[src/hw/rtl/efwu_pkg.sv]
// package of the event flag wait unit: defaults, codes, state type, helpers
// depends on nothing
package efwu_pkg;

   localparam int NUM_FLAGS_DEF    = 8;
   localparam int NUM_WAITERS_DEF  = 8;
   localparam int PATTERN_BITS_DEF = 16;

   typedef enum logic [1:0] {
      OP_SET   = 2'd0,
      OP_CLEAR = 2'd1,
      OP_WAIT  = 2'd2,
      OP_BAD   = 2'd3
   } op_type;

   typedef enum logic [2:0] {
      ST_OK        = 3'd0,
      ST_BAD_ID    = 3'd1,
      ST_BAD_PARAM = 3'd2,
      ST_BAD_CTX   = 3'd3,
      ST_FULL      = 3'd4
   } status_type;

   typedef enum logic [2:0] {
      S_IDLE,
      S_EXEC,
      S_LOOK,
      S_TEST,
      S_LAST
   } state_type;

   // mode 0 needs all wanted bits, mode 1 any of them
   function automatic logic cond_holds(logic [31:0] have, logic [31:0] want,
                                       logic mode);
      if (!mode) return (have & want) == want;
      return (have & want) != 32'd0;
   endfunction

endpackage

[src/hw/rtl/efwu_ram.sv]
// generic single-write, single-read ram with registered read data
// depends on nothing
module efwu_ram #(
   parameter int WIDTH = 8,
   parameter int DEPTH = 8,
   localparam int AW = (DEPTH > 1) ? $clog2(DEPTH) : 1
) (
   input  logic             clock,
   input  logic             wr_en,
   input  logic [AW-1:0]    wr_addr,
   input  logic [WIDTH-1:0] wr_data,
   input  logic             rd_en,
   input  logic [AW-1:0]    rd_addr,
   output logic [WIDTH-1:0] rd_data
);

   logic [WIDTH-1:0] mem [DEPTH];
   logic [WIDTH-1:0] rd_data_ff;

   // write port and registered read port
   always_ff @(posedge clock) begin
      if (wr_en) mem[wr_addr] <= wr_data;
      if (rd_en) rd_data_ff <= mem[rd_addr];
   end

   assign rd_data = rd_data_ff;

endmodule

[src/hw/rtl/event_flag_wait_unit.sv]
// Event flag unit for a hardware RTOS: NUM_FLAGS bit patterns and one shared
// table of waiting tasks kept in arrival order. Items are taken one at a time.
// Clear, wait and rejected items have their final result registered in the
// output register once it is free. A set visits the waiter entries in arrival
// order: each visit is a read of the waiter ram (registered read data) and a
// test, and the result side can stall it. A new item is taken once the final
// result is in the output register.
// Depends on efwu_pkg and efwu_ram.
module event_flag_wait_unit
   import efwu_pkg::*;
#(
   parameter int NUM_FLAGS    = NUM_FLAGS_DEF,
   parameter int NUM_WAITERS  = NUM_WAITERS_DEF,
   parameter int PATTERN_BITS = PATTERN_BITS_DEF
) (
   input  logic        clock,
   input  logic        reset,
   // requests
   input  logic        req_tvalid,
   output logic        req_tready,
   // flag_id[3:0], pattern[19:4], wait_mode[21:20], task_id[29:22],
   // in_task_context[30], zero[31]
   input  logic [31:0] req_tdata,
   // operation[1:0]
   input  logic [1:0]  req_tuser,
   // results
   output logic        rsp_tvalid,
   input  logic        rsp_tready,
   // status[2:0], satisfied[3], pattern_out[19:4], woken_task[27:20], zero[31:28]
   output logic [31:0] rsp_tdata,
   // woken_valid[0]
   output logic        rsp_tuser,
   output logic        rsp_tlast,
   // clear_on_release register write
   input  logic        csr_valid,
   output logic        csr_ready,
   input  logic [7:0]  csr_data
);

   localparam int PW = PATTERN_BITS;
   localparam int FW = (NUM_FLAGS > 1) ? $clog2(NUM_FLAGS) : 1;
   localparam int SW = (NUM_WAITERS > 1) ? $clog2(NUM_WAITERS) : 1;
   localparam int OW = $clog2(NUM_WAITERS + 1);
   localparam int WW = 8 + PW + 1 + FW;

   // control and item registers
   state_type         state_ff, state_in;
   op_type            op_ff, op_in;
   logic [FW-1:0]     fidx_ff, fidx_in;
   logic              id_ok_ff, id_ok_in;
   logic [PW-1:0]     pat_ff, pat_in;
   logic [1:0]        mode_ff, mode_in;
   logic [7:0]        task_ff, task_in;
   logic              ctx_ff, ctx_in;
   logic              clr_ff, clr_in;
   logic [7:0]        cor_ff;

   // flag patterns and waiter ordering
   logic [PW-1:0]     fpat_ff [NUM_FLAGS];
   logic [PW-1:0]     fpat_in [NUM_FLAGS];
   logic              wvalid_ff [NUM_WAITERS];
   logic              wvalid_in [NUM_WAITERS];
   logic [OW-1:0]     worder_ff [NUM_WAITERS];
   logic [OW-1:0]     worder_in [NUM_WAITERS];
   logic [OW-1:0]     count_ff, count_in;
   logic [OW-1:0]     rank_ff, rank_in;
   logic [SW-1:0]     slot_ff, slot_in;

   // output register
   logic              ov_ff, ov_in;
   status_type        ostat_ff, ostat_in;
   logic              osat_ff, osat_in;
   logic [15:0]       opat_ff, opat_in;
   logic              owoken_ff, owoken_in;
   logic [7:0]        otask_ff, otask_in;
   logic              olast_ff, olast_in;

   // waiter ram
   logic              ram_we, ram_re;
   logic [SW-1:0]     ram_wa, ram_ra;
   logic [WW-1:0]     ram_wd, ram_rd;
   logic [7:0]        rd_task;
   logic [PW-1:0]     rd_pat;
   logic              rd_mode;
   logic [FW-1:0]     rd_flag;

   // helpers
   logic              out_free;
   logic [PW-1:0]     cur_pat;
   logic [31:0]       cur32;
   logic [31:0]       req_pat32;
   logic [3:0]        req_id;
   logic [3:0]        req_fidx;
   logic [SW-1:0]     hit_slot;
   logic [SW-1:0]     free_slot;

   efwu_ram #(.WIDTH(WW), .DEPTH(NUM_WAITERS)) u_ram (
      .clock   (clock),
      .wr_en   (ram_we),
      .wr_addr (ram_wa),
      .wr_data (ram_wd),
      .rd_en   (ram_re),
      .rd_addr (ram_ra),
      .rd_data (ram_rd)
   );

   assign {rd_task, rd_pat, rd_mode, rd_flag} = ram_rd;

   assign out_free  = !ov_ff || rsp_tready;
   assign cur_pat   = fpat_ff[fidx_ff];
   assign cur32     = 32'(cur_pat);
   assign req_pat32 = {16'd0, req_tdata[19:4]};
   assign req_id    = req_tdata[3:0];
   assign req_fidx  = req_id - 4'd1;

   assign req_tready = (state_ff == S_IDLE);
   assign csr_ready  = 1'b1;

   assign rsp_tvalid = ov_ff;
   assign rsp_tdata  = {4'd0, otask_ff, opat_ff, osat_ff, ostat_ff};
   assign rsp_tuser  = owoken_ff;
   assign rsp_tlast  = olast_ff;

   // slot holding the waiter at the current rank, and first free slot
   always_comb begin
      hit_slot  = '0;
      free_slot = '0;
      for (int i = NUM_WAITERS - 1; i >= 0; i--) begin
         if (wvalid_ff[i] && worder_ff[i] == rank_ff) hit_slot = SW'(i);
         if (!wvalid_ff[i]) free_slot = SW'(i);
      end
   end

   // state register and storage
   always_ff @(posedge clock) begin
      if (reset) begin
         state_ff <= S_IDLE;
         cor_ff   <= '0;
         count_ff <= '0;
         ov_ff    <= 1'b0;
         for (int i = 0; i < NUM_FLAGS; i++) fpat_ff[i] <= '0;
         for (int i = 0; i < NUM_WAITERS; i++) begin
            wvalid_ff[i] <= 1'b0;
            worder_ff[i] <= '0;
         end
      end else begin
         state_ff <= state_in;
         if (csr_valid) cor_ff <= csr_data;
         count_ff <= count_in;
         ov_ff    <= ov_in;
         for (int i = 0; i < NUM_FLAGS; i++) fpat_ff[i] <= fpat_in[i];
         for (int i = 0; i < NUM_WAITERS; i++) begin
            wvalid_ff[i] <= wvalid_in[i];
            worder_ff[i] <= worder_in[i];
         end
      end
      op_ff     <= op_in;
      fidx_ff   <= fidx_in;
      id_ok_ff  <= id_ok_in;
      pat_ff    <= pat_in;
      mode_ff   <= mode_in;
      task_ff   <= task_in;
      ctx_ff    <= ctx_in;
      clr_ff    <= clr_in;
      rank_ff   <= rank_in;
      slot_ff   <= slot_in;
      ostat_ff  <= ostat_in;
      osat_ff   <= osat_in;
      opat_ff   <= opat_in;
      owoken_ff <= owoken_in;
      otask_ff  <= otask_in;
      olast_ff  <= olast_in;
   end

   // next state and datapath
   always_comb begin
      state_in  = state_ff;
      op_in     = op_ff;
      fidx_in   = fidx_ff;
      id_ok_in  = id_ok_ff;
      pat_in    = pat_ff;
      mode_in   = mode_ff;
      task_in   = task_ff;
      ctx_in    = ctx_ff;
      clr_in    = clr_ff;
      rank_in   = rank_ff;
      slot_in   = slot_ff;
      count_in  = count_ff;
      fpat_in   = fpat_ff;
      wvalid_in = wvalid_ff;
      worder_in = worder_ff;
      ov_in     = ov_ff && !rsp_tready;
      ostat_in  = ostat_ff;
      osat_in   = osat_ff;
      opat_in   = opat_ff;
      owoken_in = owoken_ff;
      otask_in  = otask_ff;
      olast_in  = olast_ff;
      ram_we    = 1'b0;
      ram_wa    = free_slot;
      ram_wd    = {task_ff, pat_ff, mode_ff[0], fidx_ff};
      ram_re    = 1'b0;
      ram_ra    = hit_slot;

      // default final result: ok, nothing woken, only once the register is free
      if ((state_ff == S_EXEC || state_ff == S_LAST) && out_free) begin
         ostat_in  = ST_OK;
         osat_in   = 1'b0;
         opat_in   = '0;
         owoken_in = 1'b0;
         otask_in  = '0;
         olast_in  = 1'b1;
      end

      unique case (state_ff)
         S_IDLE: begin
            if (req_tvalid) begin
               op_in    = op_type'(req_tuser);
               id_ok_in = (req_id != 4'd0) && (req_id <= 4'(NUM_FLAGS));
               fidx_in  = FW'(req_fidx);
               pat_in   = req_pat32[PW-1:0];
               mode_in  = req_tdata[21:20];
               task_in  = req_tdata[29:22];
               ctx_in   = req_tdata[30];
               clr_in   = (req_fidx < 4'd8) && cor_ff[req_fidx[2:0]];
               state_in = S_EXEC;
            end
         end

         S_EXEC: begin
            if (op_ff == OP_SET && id_ok_ff) begin
               fpat_in[fidx_ff] = cur_pat | pat_ff;
               rank_in          = '0;
               state_in         = S_LOOK;
            end else if (out_free) begin
               ov_in    = 1'b1;
               state_in = S_IDLE;
               priority if (op_ff == OP_BAD) begin
                  ostat_in = ST_BAD_PARAM;
               end else if (!id_ok_ff) begin
                  ostat_in = ST_BAD_ID;
               end else if (op_ff == OP_CLEAR) begin
                  fpat_in[fidx_ff] = cur_pat & pat_ff;
               end else if (pat_ff == '0 || mode_ff[1]) begin
                  ostat_in = ST_BAD_PARAM;
               end else if (!ctx_ff) begin
                  ostat_in = ST_BAD_CTX;
               end else if (cond_holds(cur32, 32'(pat_ff), mode_ff[0])) begin
                  osat_in = 1'b1;
                  opat_in = cur32[15:0];
                  if (clr_ff) fpat_in[fidx_ff] = '0;
               end else if (count_ff == OW'(NUM_WAITERS)) begin
                  ostat_in = ST_FULL;
               end else begin
                  // enqueue at the first free slot, youngest rank
                  ram_we               = 1'b1;
                  wvalid_in[free_slot] = 1'b1;
                  worder_in[free_slot] = count_ff;
                  count_in             = count_ff + OW'(1);
               end
            end
         end

         // read the waiter at the current rank
         S_LOOK: begin
            if (rank_ff == count_ff) begin
               state_in = S_LAST;
            end else begin
               ram_re   = 1'b1;
               slot_in  = hit_slot;
               state_in = S_TEST;
            end
         end

         // test it against the current pattern and release it if met
         S_TEST: begin
            if (rd_flag != fidx_ff || !cond_holds(cur32, 32'(rd_pat), rd_mode)) begin
               rank_in  = rank_ff + OW'(1);
               state_in = S_LOOK;
            end else if (out_free) begin
               ov_in     = 1'b1;
               ostat_in  = ST_OK;
               osat_in   = 1'b0;
               opat_in   = cur32[15:0];
               owoken_in = 1'b1;
               otask_in  = rd_task;
               olast_in  = 1'b0;
               wvalid_in[slot_ff] = 1'b0;
               for (int i = 0; i < NUM_WAITERS; i++) begin
                  if (wvalid_ff[i] && worder_ff[i] > worder_ff[slot_ff])
                     worder_in[i] = worder_ff[i] - OW'(1);
               end
               count_in = count_ff - OW'(1);
               if (clr_ff) begin
                  fpat_in[fidx_ff] = '0;
                  state_in         = S_LAST;
               end else begin
                  state_in = S_LOOK;
               end
            end
         end

         S_LAST: begin
            if (out_free) begin
               ov_in    = 1'b1;
               state_in = S_IDLE;
            end
         end

         default: state_in = S_IDLE;
      endcase
   end

endmodule

[config.mk]
export PLATFORM = sky130hd
export DESIGN_NAME = event_flag_wait_unit
export DESIGN_NICKNAME = d
export VERILOG_FILES = /design/src/hw/rtl/efwu_pkg.sv /design/src/hw/rtl/efwu_ram.sv /design/src/hw/rtl/event_flag_wait_unit.sv
export SDC_FILE = /design/constraint.sdc
export NUM_CORES = 1
export LEC_CHECK = 0
export BUFFER_PORTS_ARGS = -buffer_cell sky130_fd_sc_hd__buf_2
export CAP_MARGIN = 20
export CORE_AREA = 2 2 245 247
export DETAILED_ROUTE_END_ITERATION = 10
export DIE_AREA = 0 0 247 249
export PLACE_DENSITY = 0.56
export SETUP_SLACK_MARGIN = 0.5
export SYNTH_ARGS = -nofsm -noshare
export SYNTH_HDL_FRONTEND = slang
export SYNTH_SLANG_ARGS = --single-unit
[constraint.sdc]
create_clock -name clock -period 17.2 [get_ports clock]
set_input_delay 2.58 -clock clock [delete_from_list [all_inputs] [get_ports clock]]
set_output_delay 2.58 -clock clock [all_outputs]
set_load 0.1 [all_outputs]
Yosys cells after proc, flatten, opt, wreduce, memory -nomap -nowiden
Memories as Yosys holds them, arrays and structs flattened. A register that Yosys moved wholly into a read port is not among the register bits.
Index checks and enable logic that the tools add are counted.

operators by class
  $add $sub $neg = 12
  order comparisons = 17
  equal/unequal tests = 48
  muxes and demuxes = 193
  bitwise logic cells = 13
  reduce and logical (&&, ||, !) cells = 52

operator list
  operator             count
  $mux 128             11
  $mux 32              11
  $bwmux 128           2
  $pmux 128 s2         1
  $mux 16              14
  $and 128x128->128    1
  $not 128->128        1
  $mux 8               15
  $mux 3               35
  $reduce_and 13->1    8
  $mux 4               24
  $eq 32x16->1         2
  $pmux 32 s2          1
  $reduce_bool 32->1   2
  $mux 1               63
  $and 16x16->16       3
  $bmux 16 s3          1
  $demux 16 s3         1
  $ne 2x2->1 const B   21
  $sub 4x1->4 const B  10
  $eq 4x4->1           9
  $bwmux 32            1
  $gt 4x4->1           8
  $pmux 16 s2          1
  47 further kinds     89

word-level totals
  bits in registers = 255
  RAM bits = 224
  input port bits = 47
  output and inout bits = 37
  word-level logic and storage cells = 380
  memories = 1

memory list
  name       words  bits a word  read ports  clocked after memory_dff  wr ports  line            text
  u_ram.mem  8      28           1           1                         1         efwu_ram.sv:17  logic [WIDTH-1:0] mem [DEPTH];

Logic depth before layout (Yosys ltp)
  word-level depth = 29
  depth in mapped cells = 15
  depth with buffers taken out = 14

Hierarchy
A second synthesis with hierarchy kept.

unflattened totals
  cell total of the unflattened synthesis = 1,778
  area, all modules = 22,948.3 um2

by module, submodules not included
  module                instances  cells an instance  area an instance (um2)  seq. area each (um2)
  event_flag_wait_unit  1          1,414              13,625.6                5,515.3
  efwu_ram              1          364                9,322.7                 7,567.3

Worst setup path before layout
OpenSTA, ideal clock, no wires.

  kind = input port to flip-flop
  start = in rsp_tready
  end = mem u_ram.mem[5][0] (netlist name) (enable)
  library setup time = 0.448 ns
  arrival = 5.598 ns
  required time = 16.752 ns
  setup slack = 11.154 ns
  stages on the path = 5
  path through = nand2b_1 nand2_1 nor4_1 nand3b_1 nor3_1

on the way
  longest elaborated chain between the ends = 6

RTL lines
  what                          line                         text
  start: declaration            event_flag_wait_unit.sv:28   input logic rsp_tready,
  $logic_or 1x1->1              event_flag_wait_unit.sv:109  assign out_free = !ov_ff || rsp_tready;
  $mux 1                        event_flag_wait_unit.sv:235  end else if (out_free) begin
  $mux 1                        event_flag_wait_unit.sv:231  if (op_ff == OP_SET && id_ok_ff) begin
  $mux 1                        event_flag_wait_unit.sv:215  unique case (state_ff)
  $mux 1                        efwu_ram.sv:22               if (wr_en) mem[wr_addr] <= wr_data;
  $mux 1 (not written as such)  efwu_ram.sv:22
  end: declaration              efwu_ram.sv:17

No other way between the ends.

Worst setup path after layout
  start = reg fidx_ff[0]
  end = reg worder_ff[1] (netlist name)

on the way
  longest elaborated chain between the ends = 18

RTL lines
  what                                        line                            text
  start: declaration                          event_flag_wait_unit.sv:49      logic [FW-1:0] fidx_ff, fidx_in;
  start signal: assignment                    event_flag_wait_unit.sv:158     fidx_ff <= fidx_in;
  $not 3->4 (not written as such)             event_flag_wait_unit.sv:110     assign cur_pat = fpat_ff[fidx_ff];
  $bmux 16 s3                                 event_flag_wait_unit.sv:110
  $mux 16 (not written as such) (2 in a row)  event_flag_wait_unit.sv:110
  $and 16x16->16                              efwu_pkg.sv:35, efwu_pkg.sv:36
  $eq 32x16->1                                efwu_pkg.sv:35                  if (!mode) return (have & want) == want;
  $mux 1                                      efwu_pkg.sv:35
  $mux 1                                      efwu_pkg.sv:36                  return (have & want) != 32'd0;
  $mux 1                                      event_flag_wait_unit.sv:246     end else if (!ctx_ff) begin
  $mux 1                                      event_flag_wait_unit.sv:244     end else if (pat_ff == '0 || mode_ff[1]) begin
  $mux 1                                      event_flag_wait_unit.sv:242     end else if (op_ff == OP_CLEAR) begin
  $mux 1                                      event_flag_wait_unit.sv:240     end else if (!id_ok_ff) begin
  $mux 1                                      event_flag_wait_unit.sv:238     priority if (op_ff == OP_BAD) begin
  $mux 1                                      event_flag_wait_unit.sv:235
  $mux 1                                      event_flag_wait_unit.sv:231
  $mux 1                                      event_flag_wait_unit.sv:215
  $ne 2x2->1 (no line)                        --
  $reduce_and 13->1 (no line) (*)             --
  end signal: indexed assignment              event_flag_wait_unit.sv:154     worder_ff[i] <= worder_in[i];
  end: declaration                            event_flag_wait_unit.sv:63      logic [OW-1:0] worder_ff [NUM_WAITERS];

Every way passes the cells marked *; elsewhere a longest branch is shown, timed or not. The select of a mux whose other input is x is not followed.
A chain may end at the register's enable or synchronous reset.

==> impl_metrics.py <==
metrics = {
    "pwr": {
        "p_int_mw": 2.03,
        "switching_power_uw": 615,
        "power.density_nw_per_um2": 101,
        "share_comb_of_total_power_pct": 5.5,
        "p_leak_nw": 8.81,
        "switching_share_pct": 23.2,
        "clock_power_share_pct": 44.8,
        "seqPwrFrac_pct": 49.8,
        "ir_worst_vdd_v": 0.0000758,
    },
    "grt": {
        "grt_usage_pct": 21.1,
        "grt_pass1_vias": 15800,
        "grt_pass1_wl_um": 99200,
        "grt_max_degree": 72,
        "grt_overflow": 0,
        "antenna_found_initial": 0,
    },
    "cells_and_area": {
        "drive_above_1_share_pct": 16.3,
        "area_delta_synth_final_pct": 12.8,
        "final_nets": 1974,
        "antenna_cells": 0,
        "layout.cells.non_filler": 2700,
    },
    "die": {
        "initial_core_util_pct": 39.7,
        "num_io_pins": 84,
        "die_area_um2": 61500,
        "rows": 89,
        "die_y_um": 249,
        "die_w_um": 247,
        "core_area_um2": 58700,
    },
    "worst_setup_path": {
        "arrival_ns": 5.68,
        "cpMaxStageDelayCell": "nor2_1",
        "crit_family": "compound AO/OA/AOI/OAI gates",
        "setup.reg_to_reg.worst_slack_ns": 11.95,
        "critPathBufInv": 3,
        "path_max_fanout": 53,
        "critical_path_class": "register to register",
        "cp.required_ns": 17.63,
        "cp-start-kind": "register",
        "endpoint_kind": "register",
        "max_stage_delay_ns": 0.78,
        "cp_common_cell": "buf_4",
        "path_cells": "buf_4 -> mux2i_1 -> a22oi_1 -> nand2_1 -> a221oi_1 -> a41oi_2 -> a211oi_1 -> a21oi_1 -> buf_4 -> nor2_1 -> buf_4 -> a311oi_1",
    },
    "route": {
        "via_count": 16100,
        "drt_wl_total_um": 65500,
        "avgViaCountPerCell": 5.95,
        "drc_errors": 0,
        "ant_nets": 0,
        "drt-wirelength-per-cell_um": 24.3,
        "drtPass1Iterations": 6,
        "drt_iter0_drc": 1477,
    },
    "logic_synthesis": {
        "synth_area_um2": 23300,
        "synth_commonest_cells": "293 x edfxtp_1, 214 x dfxtp_1, 205 x mux2i_1",
        "synthCells": 1828,
        "synth_cell_type_count": 89,
        "ys_ff_latch": 507,
        "ys.flop_type": "edfxtp_1",
        "yosys.cell_count.top_type": "edfxtp_1",
        "synth-async-reset-ratio_pct": 0,
        "ys_warn_count": 0,
        "synth_top_area_share_pct": 37.8,
        "synth_area_leader_cell": "edfxtp_1",
        "synthTopCellsByArea": "edfxtp_1 38%, dfxtp_1 18%, mux2i_1 8.8%",
        "synth_edf_count": 293,
        "synth_seq_area_share_pct": 56.2,
        "synth_area_per_cell_um2": 12.7,
    },
    "clock_tree": {
        "cts_root_buf": "clkbuf_16",
        "cts_tree": "built",
        "cts.sinks": 507,
        "ctsLongestPathBuffers": 3,
        "clkTransAtPathRegs_ns": 0.06,
        "clk_latency_ns": 0.62,
        "cts_buffers": 54,
        "htreeDepth": 2,
        "cts-resized-gates": 0,
        "cts_setup_buffers": 0,
        "holdBufCountCts": 0,
    },
    "place": {
        "dpl.hpwl_um": 39700,
        "dp_cells": 2595,
        "gp_congestion": 0.885,
        "port_buffers": 77,
    },
    "timing": {
        "hold_viol": 0,
        "drv_slew": 0,
        "period_needed_ns": 5.25,
        "rsz0062_at_grt": "false",
        "fin_worst_skew_ns": 0.0327,
        "tns_ns": 0,
        "fmax_ghz": 0.190,
        "relSlewSlack_pct": 23.1,
        "finalSetupViolations": 0,
        "worst_pin_slew_ns": 1.15,
        "post-route-period-util_pct": 30.5,
    },
    "flow_run": {
        "cap_violations": 0,
    },
    "worst_hold_path": {
        "min_path_type": "register to register",
    },
    "outcome": {
        "status": "completed",
    },
}
## metal layers
layer	GRT usage, %	part of all wire [%]	vias up
met5	0	0	-
met4	7.99	3.5	0
met3	4.07	7.7	122
met2	32.2	45	663
met1	29.7	44	8064
li1	-	-	7229
## cell usage in the layout, fill, tap and decap left out, types with 23 or more instances in the layout
master     instances
mux2_2            46
a31oi_1           34
a22oi_1           41
o21ai_0           47
a21oi_1           44
clkbuf_16         55
edfxtp_1         293
xor2_1            35
inv_1             51
nand3_1           27
nand2_1           65
nor3_1            24
xnor2_1           25
a22o_1           148
buf_2             77
ha_1              44
mux2i_1          205
a311oi_1          23
nor2_1            77
dfxtp_1          214
buf_4             32
## state kept, by name, summed over array words and instances (netlist names), 4 cells and up
register	flops
worder_ff	32
u_ram.mem	224
pat_ff	16
opat_ff	16
u_ram.rd_data	28
task_ff	8
cor_ff	8
otask_ff	8
wvalid_ff	8
rank_ff	4
count_ff	4
fpat_ff	128
## power by group through the flow
| stage | logic (mW) | registers (mW) | clock network, mW |
|---|---|---|---|
| after floorplan | 0.0885 | 1.35 | 0 |
| after CTS | 0.141 | 1.32 | 1.21 |
| final | 0.145 | 1.32 | 1.19 |
| after detailed placement | 0.141 | 1.34 | 0 |
| after global routing | 0.154 | 1.32 | 1.26 |
| after global placement | 0.139 | 1.34 | 0 |
## stage by stage
stage	hold WS, ns	setup WS [ns]	power (mW)	utilization, %	area, um^2
5_1_grt	0.475	11.77	2.73	44.8	26300
3_5_place_dp	0.446	11.50	1.48	41.5	24400
4_1_cts	0.455	12.00	2.67	44.7	26200
3_3_place_gp	0.438	11.61	1.48	41.5	24400
2_1_floorplan	0.434	11.15	1.44	-	23300
6_report	0.453	11.95	2.65	44.8	26300
## worst paths after layout
check	startpoint	endpoint	depth (start not counted)
setup reg to reg	fidx_ff[0]	worder_ff[1]	12
setup / recovery	fidx_ff[0]	worder_ff[1]	12
hold / removal	u_ram.rd_data[21]	otask_ff[1]	1
hold reg to reg	u_ram.rd_data[21]	otask_ff[1]	1
## layout make-up
| class | count | area [um^2] |
|---|---|---|
| flip-flops and latches | 507 | 13100 |
| repair buffers | 113 | 687 |
| multi-input cells | 1154 | 9510 |
| clock inverters | 20 | 219 |
| inverters | 52 | 195 |
| fillers | 5230 | 32400 |
| clock buffers | 81 | 1620 |
| well taps | 773 | 967 |
## logic make-up after synthesis
kind of cell    share of synthesized area [%]
compound gates                           15.5
xor+xnor                                 2.26
buf+inv                                  3.48
other cells                            0.0322
fa+ha+maj                                2.45
flops                                    56.2
mux                                      13.6
simple gates                             6.54
Power figures use the tool's default switching activity.
